**config.mk**
```make
export PLATFORM = sky130hd
export DESIGN_NAME = encoder_period_tachometer
export DESIGN_NICKNAME = d
export VERILOG_FILES = /design/src/rtl/core/ept_pkg.sv /design/src/rtl/core/ept_front.sv /design/src/rtl/core/ept_queue.sv /design/src/rtl/core/ept_divider.sv /design/src/rtl/core/ept_back.sv /design/src/rtl/core/encoder_period_tachometer.sv
export SDC_FILE = /design/constraint.sdc
export NUM_CORES = 2
export LEC_CHECK = 0
export BUFFER_PORTS_ARGS = -buffer_cell sky130_fd_sc_hd__buf_4
export CAP_MARGIN = 40
export CORE_MARGIN = 2
export CORE_UTILIZATION = 58
export DETAILED_ROUTE_END_ITERATION = 10
export HOLD_SLACK_MARGIN = 0.06
export PLACE_DENSITY = 0.77
export SYNTH_ARGS = -nofsm -noshare
export SYNTH_HDL_FRONTEND = slang
export SYNTH_HIERARCHICAL = 1
export SYNTH_SLANG_ARGS = --single-unit
export TNS_END_PERCENT = 10
```
**constraint.sdc**
```tcl
create_clock -name aclk -period 11.06 [get_ports aclk]
set_clock_uncertainty 0.2 [all_clocks]
set_input_delay 1.106 -clock aclk [delete_from_list [all_inputs] [get_ports aclk]]
set_output_delay 1.106 -clock aclk [all_outputs]
set_load 0.02 [all_outputs]
```
**src/rtl/core/ept_pkg.sv**
```systemverilog
package ept_pkg;

    localparam int FRAC_BITS = 8;

    localparam int OP_W    = 2;
    localparam int TIME_W  = 32;
    localparam int COUNT_W = 32;
    localparam int SPEED_W = 33;
    localparam int CFG_W   = 16;

    localparam int CFG_IDX_W = 1;
    localparam logic [CFG_IDX_W-1:0] CFG_COUNTS_PER_REV = 1'd0;
    localparam logic [CFG_IDX_W-1:0] CFG_TIMEOUT_MS     = 1'd1;

    localparam logic [OP_W-1:0] OP_EDGE  = 2'd0;
    localparam logic [OP_W-1:0] OP_TICK  = 2'd1;
    localparam logic [OP_W-1:0] OP_CLEAR = 2'd2;

    localparam longint RPM_SCALE       = 60000000;
    localparam int     EDGES_PER_COUNT = 2;
    localparam int     EDGE_SHIFT      = $clog2(EDGES_PER_COUNT);
    localparam logic [TIME_W-1:0] US_PER_MS = 32'd1000;

    localparam int NUM_W     = $clog2(RPM_SCALE + 1) + FRAC_BITS;
    localparam int PROD_W    = TIME_W + CFG_W;
    localparam int DEN_W     = PROD_W + EDGE_SHIFT;
    localparam int DIV_CNT_W = $clog2(NUM_W);

    localparam logic [NUM_W-1:0]   SPEED_NUM = NUM_W'(RPM_SCALE) << FRAC_BITS;
    localparam logic [SPEED_W-1:0] SPEED_MAX = {SPEED_W{1'b1}};

    localparam logic [CFG_W-1:0]  CPR_RESET     = 16'd500;
    localparam logic [CFG_W-1:0]  TIMEOUT_RESET = 16'd200;
    localparam logic [TIME_W-1:0] LIMIT_RESET   = TIME_W'(TIMEOUT_RESET) * US_PER_MS;

    localparam int QUEUE_DEPTH = 2;
    localparam int QPTR_W      = $clog2(QUEUE_DEPTH);
    localparam int QCNT_W      = $clog2(QUEUE_DEPTH + 1);

    typedef enum logic [1:0] {
        CMD_SHOW,
        CMD_SPEED,
        CMD_TICK,
        CMD_CLEAR
    } cmd_kind_t;

    typedef struct packed {
        cmd_kind_t          kind;
        logic [TIME_W-1:0]  now_us;
        logic [TIME_W-1:0]  interval;
        logic [COUNT_W-1:0] edge_count;
    } cmd_t;

    typedef struct packed {
        logic busy;
        logic done;
    } div_status_t;

endpackage

```
**src/rtl/core/ept_front.sv**
```systemverilog
module ept_front (
    input  logic                        aclk,
    input  logic                        aresetn,
    input  logic                        s_valid,
    output logic                        s_ready,
    input  logic [ept_pkg::OP_W-1:0]    s_operation,
    input  logic [ept_pkg::TIME_W-1:0]  s_now_us,
    output logic                        push_valid,
    input  logic                        push_ready,
    output ept_pkg::cmd_t               push_cmd
);
    import ept_pkg::*;

    logic [COUNT_W-1:0] edge_total_reg, edge_total_next;
    logic [TIME_W-1:0]  prev_edge_reg, prev_edge_next;
    logic [TIME_W-1:0]  interval;

    assign s_ready    = push_ready;
    assign push_valid = s_valid;

    always_comb begin
        interval        = s_now_us - prev_edge_reg;
        edge_total_next = edge_total_reg;
        prev_edge_next  = prev_edge_reg;
        push_cmd.kind       = CMD_SHOW;
        push_cmd.now_us     = s_now_us;
        push_cmd.interval   = interval;
        push_cmd.edge_count = edge_total_reg;
        case (s_operation)
            OP_EDGE: begin
                edge_total_next     = edge_total_reg + COUNT_W'(1);
                prev_edge_next      = s_now_us;
                push_cmd.edge_count = edge_total_next;
                if (prev_edge_reg != '0 && interval != '0) begin
                    push_cmd.kind = CMD_SPEED;
                end
            end
            OP_TICK: begin
                push_cmd.kind = CMD_TICK;
            end
            OP_CLEAR: begin
                edge_total_next     = '0;
                prev_edge_next      = '0;
                push_cmd.kind       = CMD_CLEAR;
                push_cmd.edge_count = '0;
            end
            default: begin
                push_cmd.kind = CMD_SHOW;
            end
        endcase
    end

    always_ff @(posedge aclk) begin
        if (!aresetn) begin
            edge_total_reg <= '0;
            prev_edge_reg  <= '0;
        end else if (s_valid && push_ready) begin
            edge_total_reg <= edge_total_next;
            prev_edge_reg  <= prev_edge_next;
        end
    end

endmodule

```
**src/rtl/core/ept_queue.sv**
```systemverilog
module ept_queue (
    input  logic          aclk,
    input  logic          aresetn,
    input  logic          push_valid,
    output logic          push_ready,
    input  ept_pkg::cmd_t push_data,
    output logic          pop_valid,
    input  logic          pop_ready,
    output ept_pkg::cmd_t pop_data
);
    import ept_pkg::*;

    cmd_t              entry_reg [QUEUE_DEPTH];
    logic [QPTR_W-1:0] wr_ptr_reg, rd_ptr_reg;
    logic [QCNT_W-1:0] count_reg;
    logic              push_fire, pop_fire;

    assign push_ready = count_reg < QCNT_W'(QUEUE_DEPTH);
    assign pop_valid  = count_reg != '0;
    assign pop_data   = entry_reg[rd_ptr_reg];
    assign push_fire  = push_valid && push_ready;
    assign pop_fire   = pop_valid && pop_ready;

    always_ff @(posedge aclk) begin
        if (!aresetn) begin
            wr_ptr_reg <= '0;
            rd_ptr_reg <= '0;
            count_reg  <= '0;
        end else begin
            if (push_fire) begin
                entry_reg[wr_ptr_reg] <= push_data;
                wr_ptr_reg <= (wr_ptr_reg == QPTR_W'(QUEUE_DEPTH - 1)) ? '0
                                                                      : wr_ptr_reg + QPTR_W'(1);
            end
            if (pop_fire) begin
                rd_ptr_reg <= (rd_ptr_reg == QPTR_W'(QUEUE_DEPTH - 1)) ? '0
                                                                      : rd_ptr_reg + QPTR_W'(1);
            end
            if (push_fire && !pop_fire) begin
                count_reg <= count_reg + QCNT_W'(1);
            end else if (pop_fire && !push_fire) begin
                count_reg <= count_reg - QCNT_W'(1);
            end
        end
    end

endmodule

```
**src/rtl/core/ept_divider.sv**
```systemverilog
module ept_divider (
    input  logic                       aclk,
    input  logic                       aresetn,
    input  logic                       start,
    input  logic [ept_pkg::DEN_W-1:0]  divisor,
    output ept_pkg::div_status_t       status,
    output logic [ept_pkg::NUM_W-1:0]  quotient
);
    import ept_pkg::*;

    logic [DEN_W-1:0]     divisor_reg;
    logic [NUM_W-1:0]     rem_reg, quot_reg;
    logic [DIV_CNT_W-1:0] cnt_reg;
    logic                 busy_reg, done_reg;
    logic [NUM_W:0]       trial;
    logic [DEN_W-1:0]     trial_ext, diff;
    logic                 fits;

    assign status.busy = busy_reg;
    assign status.done = done_reg;
    assign quotient    = quot_reg;

    always_comb begin
        trial     = {rem_reg, SPEED_NUM[cnt_reg]};
        trial_ext = DEN_W'(trial);
        diff      = trial_ext - divisor_reg;
        fits      = trial_ext >= divisor_reg;
    end

    always_ff @(posedge aclk) begin
        if (!aresetn) begin
            busy_reg <= 1'b0;
            done_reg <= 1'b0;
        end else if (start) begin
            divisor_reg <= divisor;
            rem_reg     <= '0;
            quot_reg    <= '0;
            cnt_reg     <= DIV_CNT_W'(NUM_W - 1);
            busy_reg    <= 1'b1;
            done_reg    <= 1'b0;
        end else if (busy_reg) begin
            rem_reg  <= fits ? diff[NUM_W-1:0] : trial[NUM_W-1:0];
            quot_reg <= {quot_reg[NUM_W-2:0], fits};
            if (cnt_reg == '0) begin
                busy_reg <= 1'b0;
                done_reg <= 1'b1;
            end else begin
                cnt_reg <= cnt_reg - DIV_CNT_W'(1);
            end
        end
    end

endmodule

```
**src/rtl/core/ept_back.sv**
```systemverilog
module ept_back (
    input  logic                          aclk,
    input  logic                          aresetn,
    input  logic                          cfg_we,
    input  logic [ept_pkg::CFG_IDX_W-1:0] cfg_index,
    input  logic [ept_pkg::CFG_W-1:0]     cfg_data,
    input  logic                          pop_valid,
    output logic                          pop_ready,
    input  ept_pkg::cmd_t                 pop_data,
    output logic                          div_start,
    output logic [ept_pkg::DEN_W-1:0]     div_divisor,
    input  ept_pkg::div_status_t          div_status,
    input  logic [ept_pkg::NUM_W-1:0]     div_quotient,
    output logic                          m_valid,
    input  logic                          m_ready,
    output logic [ept_pkg::SPEED_W-1:0]   m_speed_rpm_fx,
    output logic [ept_pkg::COUNT_W-1:0]   m_edge_count,
    output logic [ept_pkg::TIME_W-1:0]    m_interval_us
);
    import ept_pkg::*;

    typedef enum logic [1:0] {
        S_IDLE,
        S_MUL,
        S_DIV
    } state_t;

    state_t             state_reg;
    logic [CFG_W-1:0]   cpr_reg;
    logic [TIME_W-1:0]  limit_reg;
    cmd_t               cmd_reg;
    logic [DEN_W-1:0]   den_reg;
    logic               div_start_reg;
    logic               m_valid_reg;
    logic [SPEED_W-1:0] speed_reg;
    logic [COUNT_W-1:0] pulse_reg;
    logic [TIME_W-1:0]  period_reg;
    logic [TIME_W-1:0]  last_update_reg;

    logic               out_free;
    logic [TIME_W-1:0]  elapsed;
    logic [PROD_W-1:0]  product;
    logic [SPEED_W-1:0] speed_sat;

    assign out_free       = !m_valid_reg || m_ready;
    assign pop_ready      = (state_reg == S_IDLE) && out_free;
    assign div_start      = div_start_reg;
    assign div_divisor    = den_reg;
    assign m_valid        = m_valid_reg;
    assign m_speed_rpm_fx = speed_reg;
    assign m_edge_count   = pulse_reg;
    assign m_interval_us  = period_reg;

    always_comb begin
        elapsed   = pop_data.now_us - last_update_reg;
        product   = PROD_W'(cmd_reg.interval) * PROD_W'(cpr_reg);
        speed_sat = (64'(div_quotient) > 64'(SPEED_MAX)) ? SPEED_MAX
                                                          : SPEED_W'(div_quotient);
    end

    always_ff @(posedge aclk) begin
        if (!aresetn) begin
            state_reg       <= S_IDLE;
            cpr_reg         <= CPR_RESET;
            limit_reg       <= LIMIT_RESET;
            div_start_reg   <= 1'b0;
            m_valid_reg     <= 1'b0;
            speed_reg       <= '0;
            pulse_reg       <= '0;
            period_reg      <= '0;
            last_update_reg <= '0;
        end else begin
            div_start_reg <= 1'b0;
            if (m_ready) begin
                m_valid_reg <= 1'b0;
            end
            if (cfg_we) begin
                case (cfg_index)
                    CFG_COUNTS_PER_REV: cpr_reg   <= cfg_data;
                    CFG_TIMEOUT_MS:     limit_reg <= TIME_W'(cfg_data) * US_PER_MS;
                    default: ;
                endcase
            end
            case (state_reg)
                S_IDLE: begin
                    if (pop_valid && out_free) begin
                        case (pop_data.kind)
                            CMD_SPEED: begin
                                cmd_reg   <= pop_data;
                                state_reg <= S_MUL;
                            end
                            CMD_TICK: begin
                                pulse_reg   <= pop_data.edge_count;
                                m_valid_reg <= 1'b1;
                                if (last_update_reg != '0 && elapsed >= limit_reg) begin
                                    speed_reg       <= '0;
                                    last_update_reg <= '0;
                                end
                            end
                            CMD_CLEAR: begin
                                pulse_reg       <= '0;
                                speed_reg       <= '0;
                                period_reg      <= '0;
                                last_update_reg <= '0;
                                m_valid_reg     <= 1'b1;
                            end
                            default: begin
                                pulse_reg   <= pop_data.edge_count;
                                m_valid_reg <= 1'b1;
                            end
                        endcase
                    end
                end
                S_MUL: begin
                    den_reg       <= DEN_W'(product) << EDGE_SHIFT;
                    div_start_reg <= 1'b1;
                    state_reg     <= S_DIV;
                end
                S_DIV: begin
                    if (!div_start_reg && div_status.done && out_free) begin
                        speed_reg       <= speed_sat;
                        period_reg      <= cmd_reg.interval;
                        last_update_reg <= cmd_reg.now_us;
                        pulse_reg       <= cmd_reg.edge_count;
                        m_valid_reg     <= 1'b1;
                        state_reg       <= S_IDLE;
                    end
                end
                default: begin
                    state_reg <= S_IDLE;
                end
            endcase
        end
    end

endmodule

```
**src/rtl/core/encoder_period_tachometer.sv**
```systemverilog
// A tick, a clear or an edge without a new period passes the queue and the result register;
// a period measurement passes the queue, the command, divisor and divider registers and then
// the result register. Throughput: one item per cycle while the queue has room and the result
// register is free, except that each period measurement holds the back end until the
// bit-serial divider, taking one quotient bit per cycle, is done. Reset: synchronous, active
// low; control state and outputs clear, counts_per_rev returns to 500 and timeout_ms to 200.
module encoder_period_tachometer (
    input  logic                          aclk,
    input  logic                          aresetn,
    input  logic                          cfg_we,
    input  logic [ept_pkg::CFG_IDX_W-1:0] cfg_index,
    input  logic [ept_pkg::CFG_W-1:0]     cfg_data,
    input  logic                          s_valid,
    output logic                          s_ready,
    input  logic [ept_pkg::OP_W-1:0]      s_operation,
    input  logic [ept_pkg::TIME_W-1:0]    s_now_us,
    output logic                          m_valid,
    input  logic                          m_ready,
    output logic [ept_pkg::SPEED_W-1:0]   m_speed_rpm_fx,
    output logic [ept_pkg::COUNT_W-1:0]   m_edge_count,
    output logic [ept_pkg::TIME_W-1:0]    m_interval_us
);
    import ept_pkg::*;

    logic             q_push_valid, q_push_ready;
    cmd_t             q_push_cmd;
    logic             q_pop_valid, q_pop_ready;
    cmd_t             q_pop_cmd;
    logic             div_start;
    logic [DEN_W-1:0] div_divisor;
    div_status_t      div_status;
    logic [NUM_W-1:0] div_quotient;

    ept_front u_front (
        .aclk        (aclk),
        .aresetn     (aresetn),
        .s_valid     (s_valid),
        .s_ready     (s_ready),
        .s_operation (s_operation),
        .s_now_us    (s_now_us),
        .push_valid  (q_push_valid),
        .push_ready  (q_push_ready),
        .push_cmd    (q_push_cmd)
    );

    ept_queue u_queue (
        .aclk       (aclk),
        .aresetn    (aresetn),
        .push_valid (q_push_valid),
        .push_ready (q_push_ready),
        .push_data  (q_push_cmd),
        .pop_valid  (q_pop_valid),
        .pop_ready  (q_pop_ready),
        .pop_data   (q_pop_cmd)
    );

    ept_divider u_divider (
        .aclk     (aclk),
        .aresetn  (aresetn),
        .start    (div_start),
        .divisor  (div_divisor),
        .status   (div_status),
        .quotient (div_quotient)
    );

    ept_back u_back (
        .aclk           (aclk),
        .aresetn        (aresetn),
        .cfg_we         (cfg_we),
        .cfg_index      (cfg_index),
        .cfg_data       (cfg_data),
        .pop_valid      (q_pop_valid),
        .pop_ready      (q_pop_ready),
        .pop_data       (q_pop_cmd),
        .div_start      (div_start),
        .div_divisor    (div_divisor),
        .div_status     (div_status),
        .div_quotient   (div_quotient),
        .m_valid        (m_valid),
        .m_ready        (m_ready),
        .m_speed_rpm_fx (m_speed_rpm_fx),
        .m_edge_count   (m_edge_count),
        .m_interval_us  (m_interval_us)
    );

    // The divider is only started when it is not already working on a period.
    a_div_start_idle: assert property (@(posedge aclk) disable iff (!aresetn)
        div_start |-> !div_status.busy)
        else $error("divider started while busy");

    // A finished division must follow a running one.
    a_div_done_after_busy: assert property (@(posedge aclk) disable iff (!aresetn)
        $rose(div_status.done) |-> $past(div_status.busy))
        else $error("divider finished without running");

    // The back end takes a command only when the result register can be refilled.
    a_pop_needs_room: assert property (@(posedge aclk) disable iff (!aresetn)
        (q_pop_valid && q_pop_ready) |-> (!m_valid || m_ready))
        else $error("command taken while result register is blocked");

endmodule
```
======== Word level (Yosys, flattened, before mapping) ========
Memory sizes are Yosys's and may differ from the RTL's. A register that Yosys moved wholly into a read port is not among the register bits.
Index checks and enable logic that the tools add are counted.
operators by class
  eq/ne operators ......................... 15
  $mul .................................... 2
  reduce and logical (&&, ||, !) cells .... 40
  shift operators ......................... 0
  add/sub/neg operators ................... 9
  div/mod/pow operators ................... 0
  $lt $le $gt $ge ......................... 5
  mux-type cells .......................... 53
  bitwise logic cells ..................... 2
operators by type and width
  operator                                                                 count
  32-bit case mux with 2 select lines                                      7
  32-bit two-way mux                                                       8
  33-bit two-way mux                                                       4
  33-bit case mux with 2 select lines                                      2
  34-bit two-way mux                                                       3
  32-bit nonzero test                                                      3
  32-bit subtractor                                                        2
  35-bit by 49-bit >= comparator with 1-bit output                         1
  32-bit by 16-bit multiplier with 48-bit output                           1
  34-bit by 33-bit > comparator with 1-bit output (second input constant)  1
  34-bit subtractor                                                        1
  32-bit by 1-bit adder with 32-bit output (second input constant)         1
  32-bit by 26-bit >= comparator with 1-bit output                         1
  6-bit two-way mux                                                        4
  16-bit by 7-bit multiplier with 23-bit output (second input constant)    1
  1-bit two-way mux                                                        17
  2-bit AND reduction                                                      7
  2-bit case mux with 3 select lines                                       2
  4-bit AND reduction                                                      3
  1-bit logical AND                                                        10
  2-bit two-way mux                                                        5
  2-bit nonzero test                                                       5
  2-bit == test (second input constant)                                    4
  2-bit inequality test (second input constant)                            4
  18 further kinds                                                         29
storage, ports and cells
  bits in latches ......................... 0
  bits in writable memories ............... 196
  output and inout port bits .............. 99
  memory bits (read-only) ................. 64
  word-level logic and storage cells ...... 152
  memories kept ........................... 2
  flip-flop bits (word level) ............. 508
memory list
  name               depth  bits a word  rd ports  clocked after Yosys merged registers in  write ports  line               text
  u_queue.entry_reg  2      98           1         1                                        1            ept_queue.sv:13    cmd_t entry_reg [QUEUE_DEPTH];
  (no name shown)    64     1            1         1                                        0            ept_divider.sv:24  trial = {rem_reg, SPEED_NUM[cnt_reg]};

======== Depth between registers and ports, before layout ========
  word-level depth ........................ 7
  gate-level depth with buffers ........... 28
  mapped depth without buffers ............ 23

======== Hierarchy ========
The synthesis kept the hierarchy.
by module, submodules not included
  module       instances  seq. area each (µm²)  area an instance (µm²)  cells each
  ept_back     1          7,767.4               32,272.2                3,405
  ept_queue    1          5,985.7               7,370.8                 329
  ept_divider  1          3,753.6               7,069.3                 656
  ept_front    1          1,281.2               5,819.3                 803

======== Least setup slack after synthesis ========
OpenSTA, ideal clock, no wires.
  path kind ............................... input to register
  from .................................... in aresetn
  to ...................................... reg u_back/cmd_reg[0] in the netlist's numbering, enable pin
  cell stages on the path ................. 5
  library setup time ...................... 0.668 ns
  arrival time ............................ 8.438 ns
  path buffers ............................ 3
  required time ........................... 10.192 ns
  slack ................................... 1.753 ns
  path through ............................ clkbuf_1 clkbuf_1 clkbuf_1 nand2_1 nor3_1
between the ends
  word-level cells in the longest chain between the ends .. 1
RTL lines
  what                                  line                            text
  start, declared                       encoder_period_tachometer.sv:9  input logic aresetn,
  4-bit AND reduction (no source line)  --
  end signal, assigned                  ept_back.sv:89                  cmd_reg <= pop_data;
  end, declared                         ept_back.sv:31                  cmd_t cmd_reg;
Every way passes these cells.
A chain may end at the register's enable or synchronous reset.

======== Worst setup path in the final report ========
  from .................................... reg u_back.cpr_reg[3]
  to ...................................... reg u_back.den_reg[43], in the netlist u_back/div_divisor[43] (data pin)
between the ends
  word-level cells in the longest chain between the ends .. 1
RTL lines
  what                                            line             text
  start, declared                                 ept_back.sv:29   logic [CFG_W-1:0] cpr_reg;
  start signal, assigned                          ept_back.sv:79   CFG_COUNTS_PER_REV: cpr_reg <= cfg_data;
  32-bit by 16-bit multiplier with 48-bit output  ept_back.sv:56   product = PROD_W'(cmd_reg.interval) * PROD_W'(cpr_reg);
  via u_back.product[42]                          ept_back.sv:42   logic [PROD_W-1:0] product;
  end signal, assigned                            ept_back.sv:115  den_reg <= DEN_W'(product) << EDGE_SHIFT;
  end, declared                                   ept_back.sv:32   logic [DEN_W-1:0] den_reg;
The timed path passes the listed nets, and every way through them passes these cells.

==> impl_metrics.json <==
{
  "status": "completed",
  "drv_cap": 0,
  "drc": 0,
  "first_iter_violations": 3035,
  "port_buffers": 154,
  "post-cts-setup-buffers": 0,
  "max-slew-margin-rel_pct": 36.9,
  "critical_path.max_fanout": 20,
  "cp-start-kind": "register",
  "grtUsageTotal_pct": 28.0,
  "cts.htree.levels": 3,
  "rsz0062_at_grt": "no",
  "dp_hpwl_mm": 92.5,
  "reg2regPathDepth": 22,
  "fin_area_mm2": 0.0572,
  "numCtsBuffers": 77,
  "power_uw": 16400,
  "cts.hold.buffers_added": 0,
  "ios": 155,
  "die_w_um": 305,
  "finalSetupViolations": 0,
  "synth_area_mm2": 0.0525,
  "numClockSinks": 707,
  "cp.required_ns": 11.24,
  "worstSkewPairLatency_ns": 0.66,
  "globalplace.congestion": 0.916,
  "min_to": "u_divider/divisor_reg[43]",
  "final_nets": 6013,
  "power_per_cell_area_mw_per_mm2": 286,
  "rows": 110,
  "criticalPathCategory": "reg2reg",
  "fillCellCount": 7011,
  "clockBufferDepth": 3,
  "dieHeight_um": 305,
  "final_util_pct": 63.6,
  "finalCritPeriodShare_pct": 70.5,
  "tns_ns": 0,
  "r2r-end": "u_back/div_divisor[43]",
  "area_delta_synth_final_pct": 8.81,
  "min_period_ns": 7.80,
  "holdWs_ns": 0.196,
  "placed_area_mm2": 0.0545,
  "arrival_ns": 7.98,
  "die_area_mm2": 0.0930,
  "antenna_found_initial": 8,
  "peakVddDrop_uv": 496,
  "vias": 38100,
  "drive_gt1_share_pct": 9.70,
  "cp-end-kind": "register",
  "largest_reg_flops": 196,
  "reg2reg_slack_ns": 3.26,
  "fmax_ghz": 0.128,
  "p_leak_uw": 0.0236,
  "core_mm2": 0.0899,
  "path_clk_slew_ns": 0.07,
  "grt_pass1_wl_mm": 208,
  "routedWlPerCell_um": 20.1,
  "holdPathStages": 0,
  "synth_nets": 6024,
  "cts_tree": "done",
  "hold_viol_final": 0,
  "initial_core_util_pct": 58.4,
  "first_pass_iters": 6,
  "grt_overflow": 0,
  "routed_via_density": 5.93,
  "min_path_type": "reg2reg",
  "ant_nets": 0,
  "synth.avg_cell_area_um2": 10.1,
  "drt-total-wl_mm": 129,
  "cts.repair.resized": 0,
  "grt_start_max_net_pins": 81,
  "synthCells": 5192,
  "grt_pass1_vias": 39100,
  "tightest_slew_ns": 0.947,
  "synth.yosys.warnings": 6,
  "worstHoldStart": "u_back/div_divisor[43]",
  "reg2reg_from": "u_back/cpr_reg[3]",
  "cts-root-buf": "clkbuf_16",
  "maxSlewViolCount": 0
}
==> stage by stage <==
step | setup slack, ns | cells
detailed placement | 3.43 | 6278
finish | 3.26 | 6423
floorplan | 1.75 | 5192
global route | 3.00 | 6423
global placement | 3.50 | 6262
CTS | 3.40 | 6421
==> worst max path at each step <==
stage,from,to,slack (ns),cells past startpoint
floorplan,aresetn,u_back/cmd_reg[0],1.75,5
global placement,u_back/cpr_reg[12],u_back/div_divisor[48],3.50,20
detailed placement,u_back/cpr_reg[5],u_back/div_divisor[48],3.43,22
CTS,u_back/cpr_reg[5],u_back/div_divisor[48],3.40,22
global route,u_back/cpr_reg[3],u_back/div_divisor[43],3.00,22
finish,u_back/cpr_reg[3],u_back/div_divisor[43],3.26,22
==> critical path: stages (launching register included) <==
cell,delay (ns)
dfxtp_1,0.87
buf_4,0.36
nand2_1,0.12
fa_1,0.58
fa_1,0.45
fa_1,0.49
fa_1,0.49
inv_1,0.05
fa_1,0.54
inv_1,0.06
fa_1,0.52
inv_1,0.04
ha_1,0.37
a21o_1,0.20
a211oi_1,0.21
o21ai_0,0.20
o2111a_1,0.31
nor3_1,0.47
o21ai_0,0.18
buf_4,0.19
a31oi_1,0.26
o21ai_0,0.16
xor2_1,0.16
==> cells in the final DEF (no fill, tap or decap), types with 189 or more instances in the layout <==
cell / n
a21oi_1: 247
and2_1: 240
buf_4: 199
dfxtp_1: 242
edfxtp_1: 463
fa_1: 475
ha_1: 301
inv_1: 664
nand2_1: 597
nand3_1: 189
nor2_1: 193
==> routing by layer <==
metal | wire, µm | global-route usage (%)
met1 | 51900 | 36.1
met2 | 63000 | 47.2
met3 | 9000 | 4.79
met4 | 5170 | 11.3
met5 | 65 | 0
==> where the power goes <==
part | internal [µW] | switching [µW] | total (µW)
Combinational | 3910 | 6050 | 9960
Sequential | 3520 | 227 | 3750
Clock | 1540 | 1110 | 2650
Total | 8970 | 7380 | 16400
==> layout make-up <==
class / instances / area (µm²) / share of cell area (%)
multi-input combinational: 3513 / 29900 / 52.4
clock buffer: 108 / 2150 / 3.75
clock inverter: 35 / 462 / 0.808
sequential: 707 / 18800 / 32.9
tap: 1176 / 1470 / 2.57
timing repair buffer: 216 / 1830 / 3.20
antenna: 2 / 5.00 / 0.00876
inverter: 666 / 2500 / 4.38
(Power assumes the default switching activity.)
